==> config.mk <==
export PLATFORM = sky130hd
export DESIGN_NAME = gif_tag_unpacker
export DESIGN_NICKNAME = d
export VERILOG_FILES = /design/src/hw/rtl/gtu_pkg.sv /design/src/hw/rtl/gtu_in_reg.sv /design/src/hw/rtl/gtu_core.sv /design/src/hw/rtl/gtu_out_buf.sv /design/src/hw/rtl/gif_tag_unpacker.sv
export VERILOG_INCLUDE_DIRS = /design/src /design/src/hw/rtl
export SDC_FILE = /design/constraint.sdc
export NUM_CORES = 1
export LEC_CHECK = 0
export ABC_AREA = 1
export BUFFER_PORTS_ARGS = -buffer_cell sky130_fd_sc_hd__buf_2
export CAP_MARGIN = 20
export CORE_MARGIN = 2
export CORE_UTILIZATION = 60
export CTS_CLUSTER_DIAMETER = 120
export DETAILED_ROUTE_END_ITERATION = 16
export GPL_ROUTABILITY_DRIVEN = 0
export GPL_TIMING_DRIVEN = 0
export PLACE_DENSITY_LB_ADDON = 0.3
export SLEW_MARGIN = 20
export SYNTH_ARGS = -nofsm -noshare
export SYNTH_HDL_FRONTEND = slang
export SYNTH_SLANG_ARGS = --single-unit
==> constraint.sdc <==
create_clock -name i_clk -period 29.2 [get_ports i_clk]
set_input_delay 1.46 -clock i_clk [delete_from_list [all_inputs] [get_ports i_clk]]
set_output_delay 1.46 -clock i_clk [all_outputs]
set_load 0.01 [all_outputs]
==> src/hw/rtl/gif_tag_unpacker_macros.svh <==
`ifndef GIF_TAG_UNPACKER_MACROS_SVH
`define GIF_TAG_UNPACKER_MACROS_SVH

// same-cycle implication, held off while reset is asserted
`define GTU_ASSERT_IMPL(label, clk, rst_n, ante, cons) \
    label: assert property (@(posedge clk) disable iff (!(rst_n)) (ante) |-> (cons)) \
        else $error("gif tag unpacker check failed");

// next-cycle implication, held off while reset is asserted
`define GTU_ASSERT_NEXT(label, clk, rst_n, ante, cons) \
    label: assert property (@(posedge clk) disable iff (!(rst_n)) (ante) |=> (cons)) \
        else $error("gif tag unpacker check failed");

`endif

==> src/hw/rtl/gtu_pkg.sv <==
package gtu_pkg;

    localparam int unsigned WordW    = 64;
    localparam int unsigned RegIdxW  = 4;
    localparam int unsigned LoopW    = 15;
    localparam int unsigned PrimW    = 11;
    localparam int unsigned InDataW  = 2 * WordW;
    // reg_addr, word_lo, word_hi, transfer_done, padded to whole bytes
    localparam int unsigned OutUsedW = RegIdxW + 2 * WordW + 1;
    localparam int unsigned OutDataW = ((OutUsedW + 7) / 8) * 8;

    // tag bit positions in the low half
    localparam int unsigned TagEopBit    = 15;
    localparam int unsigned TagPrimEnBit = 46;
    localparam int unsigned TagPrimLsb   = 47;
    localparam int unsigned TagFmtLsb    = 58;
    localparam int unsigned TagNregLsb   = 60;

    typedef logic [1:0] t_kind;
    localparam t_kind KIND_PRIM   = 2'd0;
    localparam t_kind KIND_PACKED = 2'd1;
    localparam t_kind KIND_IMAGE  = 2'd2;
    localparam t_kind KIND_ERROR  = 2'd3;

    typedef logic [1:0] t_fmt;
    localparam t_fmt FMT_PACKED = 2'd0;
    localparam t_fmt FMT_IMAGE  = 2'd2;

    localparam logic CMD_DATA       = 1'b0;
    localparam logic CMD_SOFT_RESET = 1'b1;

    typedef struct packed {
        t_kind              kind;
        logic [RegIdxW-1:0] reg_addr;
        logic [WordW-1:0]   word_lo;
        logic [WordW-1:0]   word_hi;
        logic               done;
        logic               last;
    } t_result;

    // results caused by one word, at most two
    typedef struct packed {
        logic [1:0] count;
        t_result    res0;
        t_result    res1;
    } t_batch;

endpackage

==> src/hw/rtl/gtu_in_reg.sv <==
module gtu_in_reg (
    input  logic                         i_clk,
    input  logic                         i_rst_n,
    input  logic                         i_valid,
    output logic                         o_ready,
    input  logic                         i_cmd,
    input  logic [gtu_pkg::WordW-1:0]    i_lo,
    input  logic [gtu_pkg::WordW-1:0]    i_hi,
    output logic                         o_valid,
    input  logic                         i_take,
    output logic                         o_cmd,
    output logic [gtu_pkg::WordW-1:0]    o_lo,
    output logic [gtu_pkg::WordW-1:0]    o_hi
);

    logic                      r_valid;
    logic                      r_cmd;
    logic [gtu_pkg::WordW-1:0] r_lo;
    logic [gtu_pkg::WordW-1:0] r_hi;
    logic                      w_load;

    assign o_ready = !r_valid || i_take;
    assign w_load  = i_valid && o_ready;

    always_ff @(posedge i_clk) begin
        if (!i_rst_n) begin
            r_valid <= 1'b0;
        end else if (w_load) begin
            r_valid <= 1'b1;
        end else if (i_take) begin
            r_valid <= 1'b0;
        end
    end

    always_ff @(posedge i_clk) begin
        if (w_load) begin
            r_cmd <= i_cmd;
            r_lo  <= i_lo;
            r_hi  <= i_hi;
        end
    end

    assign o_valid = r_valid;
    assign o_cmd   = r_cmd;
    assign o_lo    = r_lo;
    assign o_hi    = r_hi;

endmodule

==> src/hw/rtl/gtu_core.sv <==
module gtu_core (
    input  logic                      i_clk,
    input  logic                      i_rst_n,
    input  logic                      i_fire,
    input  logic                      i_cmd,
    input  logic [gtu_pkg::WordW-1:0] i_lo,
    input  logic [gtu_pkg::WordW-1:0] i_hi,
    input  logic                      i_path_mask,
    output gtu_pkg::t_batch           o_batch
);

    typedef enum logic [1:0] {
        MODE_IDLE   = 2'd0,
        MODE_PACKED = 2'd1,
        MODE_IMAGE  = 2'd2
    } t_mode;

    t_mode                             r_mode,  n_mode;
    logic [gtu_pkg::LoopW-1:0]         r_loops, n_loops;
    logic [gtu_pkg::RegIdxW-1:0]       r_pos,   n_pos;
    logic [gtu_pkg::RegIdxW:0]         r_total, n_total;
    logic [gtu_pkg::WordW-1:0]         r_list,  n_list;
    logic                              r_eop,   n_eop;
    logic                              r_done,  n_done;

    logic [gtu_pkg::LoopW-1:0]         w_nloop;
    logic                              w_tag_eop;
    logic                              w_prim_en;
    logic [gtu_pkg::PrimW-1:0]         w_prim;
    gtu_pkg::t_fmt                     w_fmt;
    logic [gtu_pkg::RegIdxW-1:0]       w_nregs;
    logic [gtu_pkg::LoopW-1:0]         w_loop_dec;
    logic [gtu_pkg::RegIdxW:0]         w_pos_inc;
    logic [gtu_pkg::RegIdxW-1:0]       w_idx;
    gtu_pkg::t_result                  w_prim_res;
    gtu_pkg::t_result                  w_err_res;
    gtu_pkg::t_batch                   w_batch;

    assign w_nloop    = i_lo[gtu_pkg::LoopW-1:0];
    assign w_tag_eop  = i_lo[gtu_pkg::TagEopBit];
    assign w_prim_en  = i_lo[gtu_pkg::TagPrimEnBit];
    assign w_prim     = i_lo[gtu_pkg::TagPrimLsb +: gtu_pkg::PrimW];
    assign w_fmt      = i_lo[gtu_pkg::TagFmtLsb +: 2];
    assign w_nregs    = i_lo[gtu_pkg::TagNregLsb +: gtu_pkg::RegIdxW];
    assign w_loop_dec = r_loops - gtu_pkg::LoopW'(1);
    assign w_pos_inc  = {1'b0, r_pos} + (gtu_pkg::RegIdxW+1)'(1);
    assign w_idx      = r_list[{r_pos, 2'b00} +: gtu_pkg::RegIdxW];

    always_comb begin
        w_prim_res           = '0;
        w_prim_res.kind      = gtu_pkg::KIND_PRIM;
        w_prim_res.word_lo   = {{(gtu_pkg::WordW-gtu_pkg::PrimW){1'b0}}, w_prim};
        w_err_res            = '0;
        w_err_res.kind       = gtu_pkg::KIND_ERROR;
    end

    always_comb begin
        n_mode  = r_mode;
        n_loops = r_loops;
        n_pos   = r_pos;
        n_total = r_total;
        n_list  = r_list;
        n_eop   = r_eop;
        n_done  = r_done;
        w_batch = '0;

        if (i_cmd == gtu_pkg::CMD_SOFT_RESET) begin
            n_mode  = MODE_IDLE;
            n_loops = '0;
            n_pos   = '0;
            n_total = '0;
            n_list  = '0;
            n_eop   = 1'b0;
            n_done  = 1'b0;
        end else if (!i_path_mask) begin
            unique case (r_mode)
                MODE_PACKED: begin
                    w_batch.count          = 2'd1;
                    w_batch.res0.kind      = gtu_pkg::KIND_PACKED;
                    w_batch.res0.reg_addr  = w_idx;
                    w_batch.res0.word_lo   = i_lo;
                    w_batch.res0.word_hi   = i_hi;
                    n_pos                  = w_pos_inc[gtu_pkg::RegIdxW-1:0];
                    if (w_pos_inc >= r_total) begin
                        n_pos   = '0;
                        n_loops = w_loop_dec;
                        if (w_loop_dec == '0) begin
                            n_mode = MODE_IDLE;
                            if (r_eop) begin
                                n_done = 1'b1;
                            end
                        end
                    end
                end
                MODE_IMAGE: begin
                    w_batch.count        = 2'd2;
                    w_batch.res0.kind    = gtu_pkg::KIND_IMAGE;
                    w_batch.res0.word_lo = i_lo;
                    w_batch.res1.kind    = gtu_pkg::KIND_IMAGE;
                    w_batch.res1.word_lo = i_hi;
                    n_loops              = w_loop_dec;
                    if (w_loop_dec == '0) begin
                        n_mode = MODE_IDLE;
                        if (r_eop) begin
                            n_done = 1'b1;
                        end
                    end
                end
                default: begin
                    // word is a tag
                    n_mode = MODE_IDLE;
                    if (w_nloop != '0) begin
                        if (w_prim_en) begin
                            w_batch.count = 2'd1;
                            w_batch.res0  = w_prim_res;
                        end
                        if (w_fmt == gtu_pkg::FMT_PACKED || w_fmt == gtu_pkg::FMT_IMAGE) begin
                            n_mode  = (w_fmt == gtu_pkg::FMT_PACKED) ? MODE_PACKED
                                                                     : MODE_IMAGE;
                            n_loops = w_nloop;
                            n_pos   = '0;
                            // a count of zero means sixteen registers
                            n_total = {(w_nregs == '0), w_nregs};
                            n_list  = i_hi;
                            n_eop   = w_tag_eop;
                        end else if (w_prim_en) begin
                            w_batch.count = 2'd2;
                            w_batch.res1  = w_err_res;
                        end else begin
                            w_batch.count = 2'd1;
                            w_batch.res0  = w_err_res;
                        end
                    end
                end
            endcase
        end

        w_batch.res0.done = n_done;
        w_batch.res1.done = n_done;
        w_batch.res0.last = (w_batch.count == 2'd1);
        w_batch.res1.last = (w_batch.count == 2'd2);
    end

    always_ff @(posedge i_clk) begin
        if (!i_rst_n) begin
            r_mode  <= MODE_IDLE;
            r_loops <= '0;
            r_pos   <= '0;
            r_total <= '0;
            r_list  <= '0;
            r_eop   <= 1'b0;
            r_done  <= 1'b0;
        end else if (i_fire) begin
            r_mode  <= n_mode;
            r_loops <= n_loops;
            r_pos   <= n_pos;
            r_total <= n_total;
            r_list  <= n_list;
            r_eop   <= n_eop;
            r_done  <= n_done;
        end
    end

    assign o_batch = w_batch;

endmodule

==> src/hw/rtl/gtu_out_buf.sv <==
module gtu_out_buf (
    input  logic             i_clk,
    input  logic             i_rst_n,
    input  logic             i_load,
    input  gtu_pkg::t_batch  i_batch,
    input  logic             i_ready,
    output logic             o_valid,
    output gtu_pkg::t_result o_head,
    output logic             o_can_load
);

    logic [1:0]       r_cnt;
    gtu_pkg::t_result r_slot0;
    gtu_pkg::t_result r_slot1;
    logic             w_pop;

    assign o_valid    = (r_cnt != 2'd0);
    assign o_head     = r_slot0;
    assign w_pop      = o_valid && i_ready;
    // buffer is free once its last word leaves this cycle
    assign o_can_load = (r_cnt == 2'd0) || (r_cnt == 2'd1 && i_ready);

    always_ff @(posedge i_clk) begin
        if (!i_rst_n) begin
            r_cnt <= 2'd0;
        end else if (i_load) begin
            r_cnt <= i_batch.count;
        end else if (w_pop) begin
            r_cnt <= r_cnt - 2'd1;
        end
    end

    always_ff @(posedge i_clk) begin
        if (i_load) begin
            r_slot0 <= i_batch.res0;
            r_slot1 <= i_batch.res1;
        end else if (w_pop) begin
            r_slot0 <= r_slot1;
        end
    end

endmodule

==> src/hw/rtl/gif_tag_unpacker.sv <==
// path: an accepted input word is registered in gtu_in_reg, its results in gtu_out_buf
// throughput: one input word per cycle while m_axis_tready is high and each word
// gives at most one result; image data words give two results each on the one output,
// so the next word waits; s_axis_tready drops while the 2-entry result buffer drains
// reset: i_rst_n synchronous active low, clears all control state and path_mask
// a soft reset command clears the unpack state and done flag but keeps path_mask
`include "gif_tag_unpacker_macros.svh"

module gif_tag_unpacker (
    input  logic                         i_clk,
    input  logic                         i_rst_n,
    // configuration: path_mask
    input  logic                         i_cfg_valid,
    output logic                         o_cfg_ready,
    input  logic                         i_cfg_data,
    // input stream
    input  logic                         s_axis_tvalid,
    output logic                         s_axis_tready,
    input  logic [gtu_pkg::InDataW-1:0]  s_axis_tdata,  // data_lo, data_hi
    input  logic [0:0]                   s_axis_tuser,  // command
    // result stream
    output logic                         m_axis_tvalid,
    input  logic                         m_axis_tready,
    output logic [gtu_pkg::OutDataW-1:0] m_axis_tdata,  // reg_addr, word_lo, word_hi,
                                                        // transfer_done, zero pad
    output logic [1:0]                   m_axis_tuser,  // kind
    output logic                         m_axis_tlast
);

    logic                      r_path_mask;
    logic                      w_in_valid;
    logic                      w_in_cmd;
    logic [gtu_pkg::WordW-1:0] w_in_lo;
    logic [gtu_pkg::WordW-1:0] w_in_hi;
    logic                      w_can_load;
    logic                      w_fire;
    logic                      w_soft_fire;
    gtu_pkg::t_batch           w_batch;
    gtu_pkg::t_result          w_head;

    assign o_cfg_ready = 1'b1;

    always_ff @(posedge i_clk) begin
        if (!i_rst_n) begin
            r_path_mask <= 1'b0;
        end else if (i_cfg_valid && o_cfg_ready) begin
            r_path_mask <= i_cfg_data;
        end
    end

    gtu_in_reg u_in_reg (
        .i_clk   (i_clk),
        .i_rst_n (i_rst_n),
        .i_valid (s_axis_tvalid),
        .o_ready (s_axis_tready),
        .i_cmd   (s_axis_tuser[0]),
        .i_lo    (s_axis_tdata[gtu_pkg::WordW-1:0]),
        .i_hi    (s_axis_tdata[gtu_pkg::InDataW-1:gtu_pkg::WordW]),
        .o_valid (w_in_valid),
        .i_take  (w_fire),
        .o_cmd   (w_in_cmd),
        .o_lo    (w_in_lo),
        .o_hi    (w_in_hi)
    );

    assign w_fire      = w_in_valid && w_can_load;
    assign w_soft_fire = w_fire && (w_in_cmd == gtu_pkg::CMD_SOFT_RESET);

    gtu_core u_core (
        .i_clk       (i_clk),
        .i_rst_n     (i_rst_n),
        .i_fire      (w_fire),
        .i_cmd       (w_in_cmd),
        .i_lo        (w_in_lo),
        .i_hi        (w_in_hi),
        .i_path_mask (r_path_mask),
        .o_batch     (w_batch)
    );

    gtu_out_buf u_out_buf (
        .i_clk      (i_clk),
        .i_rst_n    (i_rst_n),
        .i_load     (w_fire),
        .i_batch    (w_batch),
        .i_ready    (m_axis_tready),
        .o_valid    (m_axis_tvalid),
        .o_head     (w_head),
        .o_can_load (w_can_load)
    );

    assign m_axis_tuser = w_head.kind;
    assign m_axis_tlast = w_head.last;
    assign m_axis_tdata = {{(gtu_pkg::OutDataW-gtu_pkg::OutUsedW){1'b0}},
                           w_head.done, w_head.word_hi, w_head.word_lo, w_head.reg_addr};

    `GTU_ASSERT_IMPL(a_soft_reset_silent, i_clk, i_rst_n, w_soft_fire, w_batch.count == 2'd0)
    `GTU_ASSERT_IMPL(a_batch_bounded, i_clk, i_rst_n, w_fire, w_batch.count != 2'd3)
    `GTU_ASSERT_IMPL(a_ready_when_drained, i_clk, i_rst_n, !m_axis_tvalid, s_axis_tready)
    `GTU_ASSERT_NEXT(a_results_shown, i_clk, i_rst_n, w_fire && w_batch.count != 2'd0, m_axis_tvalid)

endmodule
* Yosys cells after proc, flatten, opt, wreduce, memory -nomap -nowiden *
Cells that the tools add are included.

word-level totals
  register bits = 497
  bits of input ports = 135
  output and inout port bits = 142
  logic and storage cells = 134

cells by class
  add/subtract/negate cells = 3
  $lt $le $gt $ge = 1
  equal/unequal tests = 10
  shift-type cells = 1
  mux-type cells = 64
  bitwise operators = 1
  reduce and logical (&&, ||, !) cells = 29

operators by type and width
  operator                                                                number
  274-bit 2-to-1 mux                                                      4
  136-bit 2-to-1 mux                                                      4
  64-bit 2-to-1 mux                                                       6
  64-bit case mux with 2 select lines                                     2
  137-bit 2-to-1 mux                                                      1
  15-bit 2-to-1 mux                                                       5
  66-bit 2-to-1 mux                                                       1
  64-bit by 7-bit variable part select with 4-bit output                  1
  15-bit case mux with 2 select lines                                     1
  5-bit 2-to-1 mux                                                        5
  4-bit 2-to-1 mux                                                        6
  4-bit case mux with 2 select lines                                      3
  2-bit 2-to-1 mux                                                        11
  15-bit logical NOT                                                      1
  5-bit AND reduction                                                     3
  15-bit nonzero test                                                     1
  15-bit by 1-bit subtractor with 15-bit output (second input constant)   1
  1-bit 2-to-1 mux                                                        12
  2-bit nonzero test                                                      5
  2-bit case mux with 2 select lines                                      2
  4-bit nonzero test                                                      2
  2-bit by 1-bit equality test with 1-bit output (second input constant)  3
  2-bit equality test (second input constant)                             3
  3-bit nonzero test                                                      2
  other kinds (16)                                                        24

* Logic depth before layout (Yosys ltp) *
  word-level depth = 9
  depth in mapped cells = 16
  mapped depth without buffers = 16

* By module *
A second synthesis with hierarchy kept.

second synthesis, totals
  cell total of the unflattened synthesis = 2091
  area total of the unflattened synthesis = 21530.6 um2

by module, submodules not included
  module            instances  cells an instance  area each (um2)  seq. area each (um2)
  gtu_out_buf       1          737                10116.0          8207.9
  gtu_core          1          1204               7403.4           1841.8
  gtu_in_reg        1          136                3925.0           3893.7
  gif_tag_unpacker  1          14                 86.3             20.0

* Least setup slack after synthesis *
No wires, ideal clock.

  path kind = flip-flop to flip-flop
  start = register u_out_buf.r_cnt[0]
  end = register u_out_buf.r_cnt[1]
  arrival = 11.764 ns
  slack = 17.268 ns
  cell stages (with the launch flop) = 7
  buffers on the path = 0
  period minus slack after synthesis = 11.932 ns
  cell sequence = dfxtp_1 inv_1 ha_1 inv_1 o21ai_0 o21ai_0 o221a_2

on the way
  elaborated cells between the ends (all ways) = 11
  those cells by class = add/sub (1); eq/ne (1); mux (2); reduce/logical (7)

RTL lines
  what                                 line                    source
  start: declaration                   gtu_out_buf.sv:12       logic [1:0] r_cnt;
  start signal: assignment             gtu_out_buf.sv:27       r_cnt <= i_batch.count;
  start signal: assignment             gtu_out_buf.sv:29       r_cnt <= r_cnt - 2'd1;
  2-bit nonzero test                   gtu_out_buf.sv:17       assign o_valid = (r_cnt != 2'd0);
  net m_axis_tvalid                    gif_tag_unpacker.sv:22  output logic m_axis_tvalid,
  1-bit logical AND                    gtu_out_buf.sv:19       assign w_pop = o_valid && i_ready;
  2-bit nonzero test (no source line)  --

The timed path passes the listed nets, and every way through them passes these cells. The select of a mux whose other input is x is not followed.
A chain may end at the register's enable or synchronous reset.

* Worst setup path after layout *
  start = input port m_axis_tready
  end = output port s_axis_tready

on the way
  word-level cells in the longest chain between the ends = 4

ends and longest elaborated chain
  what                line                    source
  start: declaration  gif_tag_unpacker.sv:23  input logic m_axis_tready,
  1-bit logical AND   gtu_out_buf.sv:21       assign o_can_load = (r_cnt == 2'd0) || (r_cnt == 2'd1 && i_ready);
  1-bit logical OR    gtu_out_buf.sv:21
  1-bit logical AND   gif_tag_unpacker.sv:66  assign w_fire = w_in_valid && w_can_load;
  1-bit logical OR    gtu_in_reg.sv:22        assign o_ready = !r_valid || i_take;
  end: declaration    gif_tag_unpacker.sv:18  output logic s_axis_tready,

No other way between the ends.

==> flow_summary.toml <==
[grt]
grt_max_degree = 69
grt.total_usage_pct = 29.0
grt_overflow = 0
antenna_found_initial = 2
grt_pass1_wl_microns = 67000
grt_pass1_vias = 12504

[die]
rows = 61
start_util_pct = 61.2
core_area_sq_um = 27900
num_io_pins = 277
chipWidth_microns = 173
floorplan.die_area_sq_um = 29800
die_y_microns = 173

[clock_network]
cts_resized = 0
root_buffer = "clkbuf_16"
cts_setup_buffers = 0
insertion_delay_ns = 0.53
cts_buffers = 43
hold_buffers = 0
clk_path_buf_depth = 3
cts_tree = "built"
clk_pin_slew_worst_paths_ns = 0.06
cts_num_sinks = 429
cts.htree.levels = 2

[timing]
setup_ws_ns = 25.52
max_slew_margin_pct = 41.5
rsz0062_at_grt = "no"
finalSetupTns_ns = 0
hold_viol = 0
slew_violations = 0
min_period_ns = 3.68
setup_violations = 0
worst_pin_slew_ns = 0.878
fin_crit_sh_pct = 12.6
fmax_mhz = 271
holdWs_ns = 0.467
fin_skew_ns = 0.00917

[place]
dp_hpwl_microns = 31200
dp_worst_setup_slack_ns = 25.47
port_buffers = 272

[power]
total_power_mw = 1.90
powerDensity_nw_per_um2 = 92.7
power_leakage_nw = 8.35
vdd_drop_max_uv = 51.9

[cells_and_area]
final_common_cell = "edfxtp_1"
drive_above_1_share_pct = 20.4
num-nets-final = 2013
fill_cells = 1893
syn2layout_area_growth_pct = 20.1
layout_common_cells = "333 x edfxtp_1, 284 x buf_2, 253 x nand2_1, 203 x nor2_1, 147 x inv_1"

[logic_synthesis]
synth.top_cells.by_area = "edfxtp_1 59%, dfxtp_1 11%, nand2_1 5.6%"
avgSynthCellArea_sq_um = 11.1
yosys.area.top_type = "edfxtp_1"
ys_async_sr_fraction_pct = 0
syn-cell-area_sq_um = 17000
yosys_register_bits = 429
synth-main-ff-cell = "edfxtp_1"
synth_cell_types = 42
synth.top_cell.area_share_pct = 58.7
syn_inst = 1536
synth_edf_count = 333
ys_warn_count = 0
yosysSeqAreaShare_pct = 70.0

[detailed_routing]
vias = 12886
wirelength_microns = 44000
via_per_inst = 5.66
drt_iter0_drc = 1452
firstDrtPassIters = 7
drtAntennaViolNets = 0
drc_errors = 0
routedWlPerCell_microns = 19.3

[hold_path]
min_path_type = "reg -> reg"

[setup_path]
path_class = "in -> out"
crit_required_ns = 27.74
worst_setup_path_start_kind = "input pin"
endpoint_kind = "output port"
crit_path_max_fanout = 3
arrival_ns = 2.22

[run]
max-cap-violations = 0

[status]
status = "completed"
==> report_power, final <==
group / internal [mW] / leakage [nW] / switching [mW] / total, mW
combinational: 0.165 / 3.68 / 0.325 / 0.490
sequential: 0.836 / 4.01 / 0.0567 / 0.893
clock: 0.292 / 0.651 / 0.222 / 0.514
total: 1.29 / 8.35 / 0.603 / 1.90
==> cells in the mapped netlist, drive strengths merged (2+ instances only) <==
cell,count
edfxtp,333
nor3,3
or2,2
ha,14
inv,152
nor4,2
a22oi,8
a21oi,117
nand3,114
nand4,7
a32oi,8
dfxtp,96
conb,2
buf,40
clkbuf,48
nand2,254
o31ai,2
xor2,4
nor2,204
o211ai,12
a211oi,30
o21ai,74
==> sequential cells by signal, summed over array words and instances (netlist names) <==
register           count
u_core.r_eop           1
r_path_mask            1
u_in_reg.o_lo         64
u_core.r_loops        15
u_core.r_total         5
u_in_reg.o_valid       1
u_out_buf.o_head     136
u_in_reg.o_cmd         1
u_core.r_list         64
u_core.r_pos           4
u_out_buf.r_cnt        2
u_out_buf.r_slot1     68
u_in_reg.o_hi         64
u_core.r_mode          2
u_core.r_done          1
==> worst max-delay path: stages <==
cell	delay [ns]
buf_2	0.12
a21oi_1	0.29
nand2_1	0.17
buf_2	0.18
==> path summary, 6_finish.rpt <==
path	to	slack [ns]	start	depth (start not counted)
min reg2reg	u_core.r_list[2]	0.47	u_core.r_list[2]	2
min	u_core.r_list[2]	0.47	u_core.r_list[2]	2
max	s_axis_tready	25.52	m_axis_tready	4
max reg2reg	u_core.r_loops[11]	26.08	u_core.r_pos[0]	16
==> stage by stage <==
| stage | std cells | instance area (sq um) | utilization (%) |
|---|---|---|---|
| 6_report | 2276 | 20500 | 73.4 |
| 5_1_grt | 2276 | 20500 | 73.4 |
| 4_1_cts | 2274 | 20500 | 73.4 |
| 3_5_place_dp | 2197 | 19100 | 68.7 |
| 3_3_place_gp | 2188 | 18900 | 67.8 |
| 2_1_floorplan | 1538 | 17000 | - |
==> logic make-up after synthesis <==
family / synth area share [%]
adders and majority gates: 1.03
and+or+nand+nor: 14.1
DFF: 70.0
buffers and inverters: 5.73
AOI/OAI and AO/OA: 8.89
other: 0.0441
xor gates and xnor gates: 0.257
==> layer usage <==
layer / share of wire (%) / wire length [microns] / vias up / track usage, %
met1: 39 / 17300 / 6088 / 39.0
met2: 47 / 20600 / 734 / 46.6
li1: - / - / 5911 / -
met4: 4.9 / 2170 / 0 / 13.4
met3: 9.0 / 3970 / 153 / 4.91
met5: 0 / 0 / - / 0
==> cell type report <==
cell class	instances	area, sq um	area share [%]
well taps	378	473	2.31
diodes	2	5.00	0.0245
clock inverters	16	78.8	0.385
inverters	153	582	2.84
plain buffers	88	405	1.98
flip-flops and latches	429	11900	58.3
multi-input cells	868	4160	20.3
clock buffers	61	1230	6.00
repair buffers	281	1610	7.86
No activity file was read; power rests on OpenSTA's default activity.
